===== src/hdl/dual_circular_stack_unit_core_assert.svh =====
// ----------------------------------------------------------------------------
// dual circular stack unit assertion macros
// shared property forms for the stack unit checks
// ----------------------------------------------------------------------------
`ifndef DUAL_CIRCULAR_STACK_UNIT_CORE_ASSERT_SVH
`define DUAL_CIRCULAR_STACK_UNIT_CORE_ASSERT_SVH

// same-cycle implication, reset masks the check
`define DCSU_ASSERT_NOW(lbl, clk, rstn, ante, cons) \
	lbl: assert property (@(posedge clk) disable iff (!rstn) (ante) |-> (cons)) \
		else $error("dcsu check failed");

// next-cycle implication, reset masks the check
`define DCSU_ASSERT_NEXT(lbl, clk, rstn, ante, cons) \
	lbl: assert property (@(posedge clk) disable iff (!rstn) (ante) |=> (cons)) \
		else $error("dcsu check failed");

`endif


===== src/hdl/dcsu_pkg.sv =====
// ----------------------------------------------------------------------------
// dcsu_pkg
// shared widths, operation codes and control types of the stack unit
// ----------------------------------------------------------------------------
package dcsu_pkg;

	localparam int DATA_W           = 64;
	localparam int OP_W             = 4;
	localparam int DEF_PARAM_DEPTH  = 8;
	localparam int DEF_RETURN_DEPTH = 8;

	localparam logic [OP_W-1:0] OP_LITERAL    = 4'd0;
	localparam logic [OP_W-1:0] OP_DUP        = 4'd1;
	localparam logic [OP_W-1:0] OP_OVER       = 4'd2;
	localparam logic [OP_W-1:0] OP_UNDER      = 4'd3;
	localparam logic [OP_W-1:0] OP_SWAP       = 4'd4;
	localparam logic [OP_W-1:0] OP_DROP       = 4'd5;
	localparam logic [OP_W-1:0] OP_NIP        = 4'd6;
	localparam logic [OP_W-1:0] OP_PUSH_PARAM = 4'd7;
	localparam logic [OP_W-1:0] OP_POP_PARAM  = 4'd8;
	localparam logic [OP_W-1:0] OP_PUSH_RET   = 4'd9;
	localparam logic [OP_W-1:0] OP_POP_RET    = 4'd10;

	// per-cycle command to a row of stack cells
	typedef struct packed {
		logic push;
		logic pop;
	} stk_ctl_t;

endpackage


===== src/hdl/dcsu_cell.sv =====
// ----------------------------------------------------------------------------
// dcsu_cell
// one entry of a circular stack row: shifts down on push, rotates up on pop
// ----------------------------------------------------------------------------
module dcsu_cell import dcsu_pkg::*; #(
	parameter int W = DATA_W
) (
	input  logic         clk,
	input  logic         arst_n,
	input  stk_ctl_t     ctl,
	input  logic [W-1:0] shift_in,   // neighbour nearer the top
	input  logic [W-1:0] rot_in,     // neighbour further down
	output logic [W-1:0] data_q
);

	always_ff @(posedge clk or negedge arst_n) begin
		if (!arst_n) begin
			data_q <= '0;
		end else if (ctl.push) begin
			data_q <= shift_in;
		end else if (ctl.pop) begin
			data_q <= rot_in;
		end
	end

endmodule


===== src/hdl/dcsu_ring.sv =====
// ----------------------------------------------------------------------------
// dcsu_ring
// circular stack as a row of cells, cell 0 is the entry under the pointer
// ----------------------------------------------------------------------------
module dcsu_ring import dcsu_pkg::*; #(
	parameter int DEPTH = DEF_PARAM_DEPTH,
	parameter int W     = DATA_W
) (
	input  logic         clk,
	input  logic         arst_n,
	input  stk_ctl_t     ctl,
	input  logic [W-1:0] push_data,
	output logic [W-1:0] top_data
);

	logic [W-1:0] cell_q [DEPTH];

	genvar k;
	generate
		for (k = 0; k < DEPTH; k++) begin : g_cell
			logic [W-1:0] shift_src;
			logic [W-1:0] rot_src;

			// push drops the oldest entry off the end, pop wraps cell 0 round
			if (k == 0) begin : g_head
				assign shift_src = push_data;
			end else begin : g_body
				assign shift_src = cell_q[k-1];
			end
			if (k == DEPTH-1) begin : g_tail
				assign rot_src = cell_q[0];
			end else begin : g_mid
				assign rot_src = cell_q[k+1];
			end

			dcsu_cell #(
				.W(W)
			) u_cell (
				.clk     (clk),
				.arst_n  (arst_n),
				.ctl     (ctl),
				.shift_in(shift_src),
				.rot_in  (rot_src),
				.data_q  (cell_q[k])
			);
		end
	endgenerate

	assign top_data = cell_q[0];

endmodule


===== src/hdl/dual_circular_stack_unit_core.sv =====
// ----------------------------------------------------------------------------
// dual_circular_stack_unit_core
// top/second registers with circular parameter and return stacks
// ----------------------------------------------------------------------------
// result: shows on m_tvalid in the cycle after its request is taken
// throughput: one request per cycle unless a result waits with m_tready low, all stack cells move in the same cycle
// a new request is taken while the previous result waits, if m_tready is high
// reset: top, second and every stack cell cleared to zero at once, no sweep
// ----------------------------------------------------------------------------
module dual_circular_stack_unit_core import dcsu_pkg::*; #(
	parameter int PARAM_DEPTH  = DEF_PARAM_DEPTH,
	parameter int RETURN_DEPTH = DEF_RETURN_DEPTH
) (
	input  logic              clk,
	input  logic              arst_n,
	// request side
	input  logic              s_tvalid,
	output logic              s_tready,
	input  logic [DATA_W-1:0] s_tdata,   // [63:0] value
	input  logic [OP_W-1:0]   s_tuser,   // [3:0] operation
	// result side
	output logic              m_tvalid,
	input  logic              m_tready,
	output logic [3*DATA_W-1:0] m_tdata  // [63:0] top_value, [127:64] second_value,
	                                     // [191:128] removed_value
);

`include "dual_circular_stack_unit_core_assert.svh"

	// architectural registers
	logic [DATA_W-1:0] top_q;
	logic [DATA_W-1:0] second_q;

	// result register
	logic                out_valid_q;
	logic [3*DATA_W-1:0] out_data_q;

	// next-state values
	logic [DATA_W-1:0] top_d;
	logic [DATA_W-1:0] second_d;
	logic [DATA_W-1:0] removed_d;

	// stack rows
	stk_ctl_t          p_cmd;
	stk_ctl_t          r_cmd;
	stk_ctl_t          p_ctl;
	stk_ctl_t          r_ctl;
	logic [DATA_W-1:0] p_wdata;
	logic [DATA_W-1:0] p_top;
	logic [DATA_W-1:0] r_top;

	logic              in_acc;
	logic [OP_W-1:0]   op;
	logic [DATA_W-1:0] value;

	assign op    = s_tuser;
	assign value = s_tdata;

	// the result register frees up in the same cycle it is taken
	assign s_tready = !out_valid_q || m_tready;
	assign in_acc   = s_tvalid && s_tready;

	// operation decode, unused codes change nothing and remove nothing
	always_comb begin
		top_d     = top_q;
		second_d  = second_q;
		removed_d = '0;
		p_cmd     = '0;
		r_cmd     = '0;
		p_wdata   = second_q;
		case (op)
			OP_LITERAL: begin
				p_cmd.push = 1'b1;
				second_d   = top_q;
				top_d      = value;
			end
			OP_DUP: begin
				p_cmd.push = 1'b1;
				second_d   = top_q;
			end
			OP_OVER: begin
				p_cmd.push = 1'b1;
				second_d   = top_q;
				top_d      = second_q;
			end
			OP_UNDER: begin
				p_cmd.push = 1'b1;
			end
			OP_SWAP: begin
				second_d = top_q;
				top_d    = second_q;
			end
			OP_DROP: begin
				p_cmd.pop = 1'b1;
				removed_d = top_q;
				top_d     = second_q;
				second_d  = p_top;
			end
			OP_NIP: begin
				p_cmd.pop = 1'b1;
				removed_d = second_q;
				second_d  = p_top;
			end
			OP_PUSH_PARAM: begin
				p_cmd.push = 1'b1;
				p_wdata    = value;
			end
			OP_POP_PARAM: begin
				p_cmd.pop = 1'b1;
				removed_d = p_top;
			end
			OP_PUSH_RET: begin
				r_cmd.push = 1'b1;
			end
			OP_POP_RET: begin
				r_cmd.pop = 1'b1;
				removed_d = r_top;
			end
			default: begin
			end
		endcase
	end

	// stacks only move on a taken request
	assign p_ctl.push = p_cmd.push && in_acc;
	assign p_ctl.pop  = p_cmd.pop && in_acc;
	assign r_ctl.push = r_cmd.push && in_acc;
	assign r_ctl.pop  = r_cmd.pop && in_acc;

	// parameter stack row
	dcsu_ring #(
		.DEPTH(PARAM_DEPTH),
		.W    (DATA_W)
	) u_param_ring (
		.clk      (clk),
		.arst_n   (arst_n),
		.ctl      (p_ctl),
		.push_data(p_wdata),
		.top_data (p_top)
	);

	// return stack row, pushes always take the request value
	dcsu_ring #(
		.DEPTH(RETURN_DEPTH),
		.W    (DATA_W)
	) u_return_ring (
		.clk      (clk),
		.arst_n   (arst_n),
		.ctl      (r_ctl),
		.push_data(value),
		.top_data (r_top)
	);

	// top and second registers
	always_ff @(posedge clk or negedge arst_n) begin
		if (!arst_n) begin
			top_q    <= '0;
			second_q <= '0;
		end else if (in_acc) begin
			top_q    <= top_d;
			second_q <= second_d;
		end
	end

	// result valid flag
	always_ff @(posedge clk or negedge arst_n) begin
		if (!arst_n) begin
			out_valid_q <= 1'b0;
		end else if (in_acc) begin
			out_valid_q <= 1'b1;
		end else if (m_tready) begin
			out_valid_q <= 1'b0;
		end
	end

	// result payload, loaded only with a taken request
	always_ff @(posedge clk) begin
		if (in_acc) begin
			out_data_q <= {removed_d, second_d, top_d};
		end
	end

	assign m_tvalid = out_valid_q;
	assign m_tdata  = out_data_q;

	// a taken request always leaves a result behind
	`DCSU_ASSERT_NEXT(a_result_follows, clk, arst_n, in_acc, out_valid_q)
	// neither stack row pushes and pops in the same cycle
	`DCSU_ASSERT_NOW(a_no_push_pop_p, clk, arst_n, 1'b1, !(p_ctl.push && p_ctl.pop))
	`DCSU_ASSERT_NOW(a_no_push_pop_r, clk, arst_n, 1'b1, !(r_ctl.push && r_ctl.pop))
	// drop promotes second into top
	`DCSU_ASSERT_NEXT(a_drop_top, clk, arst_n, in_acc && (op == OP_DROP), top_q == $past(second_q))
	// a raw parameter push lands in the head cell
	`DCSU_ASSERT_NEXT(a_push_head, clk, arst_n, in_acc && (op == OP_PUSH_PARAM), p_top == $past(value))
	// the result mirrors the registers it reports
	`DCSU_ASSERT_NEXT(a_result_regs, clk, arst_n, in_acc, (out_data_q[2*DATA_W-1:0] == {second_q, top_q}))

endmodule

===== config.mk =====
export PLATFORM = sky130hd
export DESIGN_NAME = dual_circular_stack_unit_core
export DESIGN_NICKNAME = d
export VERILOG_FILES = /design/src/hdl/dcsu_pkg.sv /design/src/hdl/dcsu_cell.sv /design/src/hdl/dcsu_ring.sv /design/src/hdl/dual_circular_stack_unit_core.sv
export VERILOG_INCLUDE_DIRS = /design/src /design/src/hdl
export SDC_FILE = /design/constraint.sdc
export NUM_CORES = 2
export LEC_CHECK = 0
export ABC_AREA = 0
export ABC_CLOCK_PERIOD_IN_PS = 12200
export BUFFER_PORTS_ARGS = -buffer_cell sky130_fd_sc_hd__buf_2
export CAP_MARGIN = 0
export CORE_AREA = 2 2 224 447
export CTS_CLUSTER_DIAMETER = 60
export DETAILED_ROUTE_END_ITERATION = 10
export DIE_AREA = 0 0 226 449
export PLACE_DENSITY = 0.83
export SYNTH_ARGS = -nofsm -noshare
export SYNTH_HDL_FRONTEND = slang
export SYNTH_SLANG_ARGS = --single-unit
export TNS_END_PERCENT = 30

===== constraint.sdc =====
create_clock -name clk -period 12.2 [get_ports clk]
set_input_delay 1.83 -clock clk [delete_from_list [all_inputs] [get_ports clk]]
set_output_delay 1.83 -clock clk [all_outputs]
set_load 0.1 [all_outputs]

After elaboration in Yosys (flattened, before gate mapping)
Cells that the tools add are included.

operators by class
  eq/ne operators = 10
  reductions and logical operators = 16
  multiplexer cells = 42

operators by type and width
  cell                  count
  $mux W64              33
  $pmux W64 S2          2
  $pmux W64 S4          1
  $eq A4 B3 Y1 const B  4
  $eq A4 B4 Y1 const B  3
  $eq A4 B2 Y1 const B  2
  $mux W1               6
  $reduce_bool A2 Y1    3
  $reduce_or A3 Y1      2
  $logic_and A1 B1 Y1   5
  $reduce_or A5 Y1      1
  $eq A4 B1 Y1 const B  1
  $logic_not A4 Y1      1
  $reduce_or A4 Y1      1
  $reduce_or A2 Y1      1
  $logic_not A1 Y1      1
  $logic_or A1 B1 Y1    1

storage, ports and cells
  input bits = 72
  flip-flop bits (word level) = 1345
  output and inout port bits = 194
  logic and storage cells = 88

Longest topological paths before layout
  word-level depth = 6
  gate-level depth with buffers = 9
  depth with buffers taken out = 4

Hierarchy
Synthesis repeated with hierarchy kept, for this count alone.

second synthesis, totals
  cells, all modules = 5993
  area, all modules = 65620.4 um^2

modules (own cells, without submodules)
  module                         area each (um^2)  cells each  sequential area each (um^2)  instances
  dcsu_cell                      2965.3            277         1601.5                       16
  dual_circular_stack_unit_core  18174.9           1561        8993.6                       1

Worst setup path before layout
Ideal clock, no wire load.

  kind = input-to-reg
  start = in m_tready
  end = reg out_data_q[0] (netlist: m_tdata[0]), enable pin
  setup time = 0.631 ns
  slack = 2.865 ns
  stages = 6
  path buffers = 4
  data required time = 11.569 ns
  arrival time = 8.704 ns
  cells stage by stage = nand2b_1 -> and2_0 -> buf_2 -> buf_2 -> buf_2 -> buf_1

on the way
  longest elaborated chain between the ends = 2

RTL lines
  item                  RTL line                              source
  from (decl)           dual_circular_stack_unit_core.sv:23   input logic m_tready,
  $logic_or A1 B1 Y1    dual_circular_stack_unit_core.sv:60   assign s_tready = !out_valid_q || m_tready;
  $logic_and A1 B1 Y1   dual_circular_stack_unit_core.sv:61   assign in_acc = s_tvalid && s_tready;
  named net in_acc      dual_circular_stack_unit_core.sv:52   logic in_acc;
  to (signal assigned)  dual_circular_stack_unit_core.sv:179  out_data_q <= {removed_d, second_d, top_d};
  to (decl)             dual_circular_stack_unit_core.sv:36   logic [3*DATA_W-1:0] out_data_q;

The timed path passes the listed nets, and every way through them passes these cells.
A chain may end at the register's enable or synchronous reset.

Worst setup path after layout
  start = in s_tuser[1]
  end = reg top_q[54]

on the way
  longest elaborated chain between the ends = 3
  elaborated cells on any way between the ends = 6
  classes of those cells = eq/ne: 3; mux: 1; reduce/logical: 2

RTL lines
  item                                                 RTL line                              source
  from (decl)                                          dual_circular_stack_unit_core.sv:20   input logic [OP_W-1:0] s_tuser,
  $eq A4 B3 Y1 / $eq A4 B2 Y1 (equally long branches)  dual_circular_stack_unit_core.sv:71   case (op)
  $reduce_or A3 Y1 (no source line)                    -
  $pmux W64 S2 (*)                                     dual_circular_stack_unit_core.sv:71
  to (signal assigned)                                 dual_circular_stack_unit_core.sv:160  top_q <= top_d;
  to (decl)                                            dual_circular_stack_unit_core.sv:31   logic [DATA_W-1:0] top_q;

Mark *: on every way between the ends. The rest lies on a longest branch, timed or not.

==> impl_metrics.ini <==
[sta]
period_minus_slack_ns = 6.01
timing.fmax_mhz = 166
fin_crit_sh_pct = 49.3
finalSetupViolations = 0
finalSetupTns_ns = 0
rsz0062_at_grt = no
slew_viol_final = 0
hold_ws_ns = 0.479
worst_pin_slew_ns = 1.34
final_hold_viol_count = 0
max_slew_margin_pct = 11.0
fin_worst_skew_ns = 0.0190

[placed_design]
place.gp.congestion = 0.880
place_inst = 6483
dp_hpwl_um = 92600
numPortBuffers = 265

[clock_tree]
cts_max_level = 3
cts.path.max_buffers = 3
cts.sinks = 1345
cts_resized = 0
cts_tree = done
cts-root-buf = clkbuf_16
cts_hold_buffers = 0
clk_pin_slew_ns = 0.06
clkLatencyLatePin_ns = 0.72
cts_buffers = 114
cts_setup_buffers = 0

[setup_path]
max_stage_delay_ns = 0.91
crit_path_frequent_cell = buf_4
worstReg2RegEnd = top_q[63]
r2r_cells = 7
critPathRequiredTime_ns = 12.84
path_cells = buf_4 > buf_4 > or3b_1 > a21oi_4 > buf_4 > and2_2 > buf_4 > a221o_1
arrival_ns = 6.65
end_kind = flop
path_class = in2reg
reg2reg_from = m_tvalid
cp-start-kind = input port
crit_slowest_cell = buf_4
r2r_slack_ns = 7.78
cp_max_fo = 65

[run_status]
outcome = completed

[die]
die-area_um2 = 101000
core-area_um2 = 98100
chipHeight_um = 449
fp.dieW_um = 226
start_util_pct = 64.7
io_pins = 266
rows = 163

[global_route]
grt_pass1_vias = 45166
antenna_found_initial = 26
gr-total-overflow = 0
grt_pass1_wl_um = 253000
grtUsageTotal_pct = 31.2
grt_max_degree = 234

[synth]
yosysSeqAreaShare_pct = 54.6
yosysWarnings = 0
ys_ff_latch = 1345
syn_nets = 5438
synth_area_um2 = 63400
syn_area_per_cell_um2 = 11.8
async_flop_share_pct = 85.7
synth_cell_types = 38
synth_edf_count = 192
synth_flop_cell = dfrtp_1
netlist_instances = 5366

[power_and_ir_drop]
total_leakage_power_nw = 28.5
power.density_nw_per_um2 = 211
vdd_drop_max_uv = 163

[drt]
wl_per_cell_um = 23.8
first_pass_iters = 9
drt_iter0_markers = 6540
vias = 46069
wl_um = 160000
antenna_left = 0
drc_errors = 0
vias_per_cell = 6.86

[min_path]
hold_depth = 2
worstHoldPathType = reg2reg
whs_endpoint = u_param_ring.g_cell[7].u_cell.data_q[29]
holdCritStartpoint = u_param_ring.g_cell[7].u_cell.data_q[29]

[final_layout]
layoutNonFillerInstCount = 6711
post-route-util_pct = 69.7
drive_above_1_share_pct = 18.9
final_nets = 5351
syn2layout_area_growth_pct = 7.70

[job]
drv_cap = 0
per-layer routing:
layer	track usage, %	vias to the layer above	routed length (um)
met4	13.8	18	6350
met2	48.6	2490	76400
li1	-	20071	-
met1	42.2	23017	61600
met3	6.94	473	15400
met5	0	-	131
synthesized netlist by cell type (all sizes together), types with 2 or more instances:
| library cell | n | share of area, % |
|---|---|---|
| a21oi | 67 | 0.53 |
| a221o | 64 | 1.0 |
| a222oi | 128 | 2.0 |
| a22oi | 64 | 0.76 |
| a2bb2oi | 512 | 12 |
| and2 | 2 | 0.020 |
| and3 | 128 | 1.3 |
| buf | 328 | 3.4 |
| clkbuf | 204 | 1.2 |
| dfrtp | 1153 | 45 |
| edfxtp | 192 | 9.1 |
| inv | 128 | 0.76 |
| mux2i | 512 | 8.1 |
| nand2 | 641 | 3.8 |
| nand2b | 11 | 0.13 |
| nor2 | 67 | 0.40 |
| o21ai | 641 | 5.1 |
| o22ai | 512 | 5.0 |
| or3b | 2 | 0.028 |
registers in the layout, summed over array words and instances, names as in the netlist:
signal / flops
u_return_ring.g_cell.u_cell.data_q: 512
top_q: 64
second_q: 64
m_tvalid: 1
m_tdata: 192
u_param_ring.g_cell.u_cell.data_q: 512
where the power goes:
group          total [W]  switching [W]  internal (W)
sequential       0.00722        0.00134       0.00587
combinational    0.00325        0.00171       0.00154
clock            0.00396        0.00168       0.00229
total             0.0144        0.00474       0.00969
cell usage in the layout (no fill, tap or decap), types with 11 or more instances in the layout:
cell	count
dfrtp_1	1153
nand2_1	641
mux2i_1	512
o22ai_1	512
a2bb2oi_2	480
o21ai_1	468
buf_2	263
edfxtp_1	192
o21ai_0	173
a222oi_1	128
inv_1	128
and3_1	128
clkbuf_16	121
a22oi_1	64
a221o_1	64
nor2_1	64
a21oi_1	64
buf_4	54
a2bb2oi_1	32
clkinv_2	26
bufinv_16	20
clkbuf_1	20
diode_2	13
buf_12	11
final cells by class:
cell class | instances | area, um^2
Sequential cell | 1345 | 34600
Fill cell | 6455 | 29800
Multi-Input combinational cell | 3361 | 25500
Clock buffer | 150 | 3230
Timing Repair Buffer | 329 | 1960
Tap cell | 1320 | 1650
Clock inverter | 65 | 845
Inverter | 128 | 480
Antenna cell | 13 | 32.5
how the worst max path moves through the flow:
stage | depth (start not counted) | endpoint | slack (ns) | start
5_1_grt | 7 | u_param_ring.g_cell[7].u_cell.data_q[41] | 6.27 | s_tuser[1]
6_report | 8 | top_q[54] | 6.19 | s_tuser[1]
2_1_floorplan | 6 | m_tdata[0] | 2.87 | m_tready
3_3_place_gp | 8 | top_q[59] | 5.91 | s_tuser[1]
4_1_cts | 8 | top_q[54] | 6.52 | s_tuser[1]
3_5_place_dp | 8 | top_q[20] | 5.79 | s_tuser[1]
cell families (layout without fill, tap and decap cells):
group                    after synthesis  count (layout)  synth area share [%]
AO/OA/AOI/OAI                       1990            1990                  26.3
adder cells (fa/ha/maj)                1               1                0.0158
buffers and inverters                660             672                  5.37
flip-flops                          1345            1345                  54.6
multiplexers                         512             512                  8.08
other                                  0              13                     0
AND/OR/NAND/NOR                      858             858                  5.72
metrics by stage:
stage	instance area, um^2	worst slack, ns	total power [W]
after floorplan	63400	2.87	0.00952
after global placement	64200	5.91	0.0102
after detailed placement	64200	5.79	0.0104
after CTS	68300	6.52	0.0144
after global routing	68300	6.27	0.0150
final	68300	6.19	0.0144
critical path: cells and delay by family:
kind	cells	cell delay [ns]
buf+inv	4	2.96
simple gates	2	1.31
compound gates	2	0.44
Power figures use the tool's default switching activity.
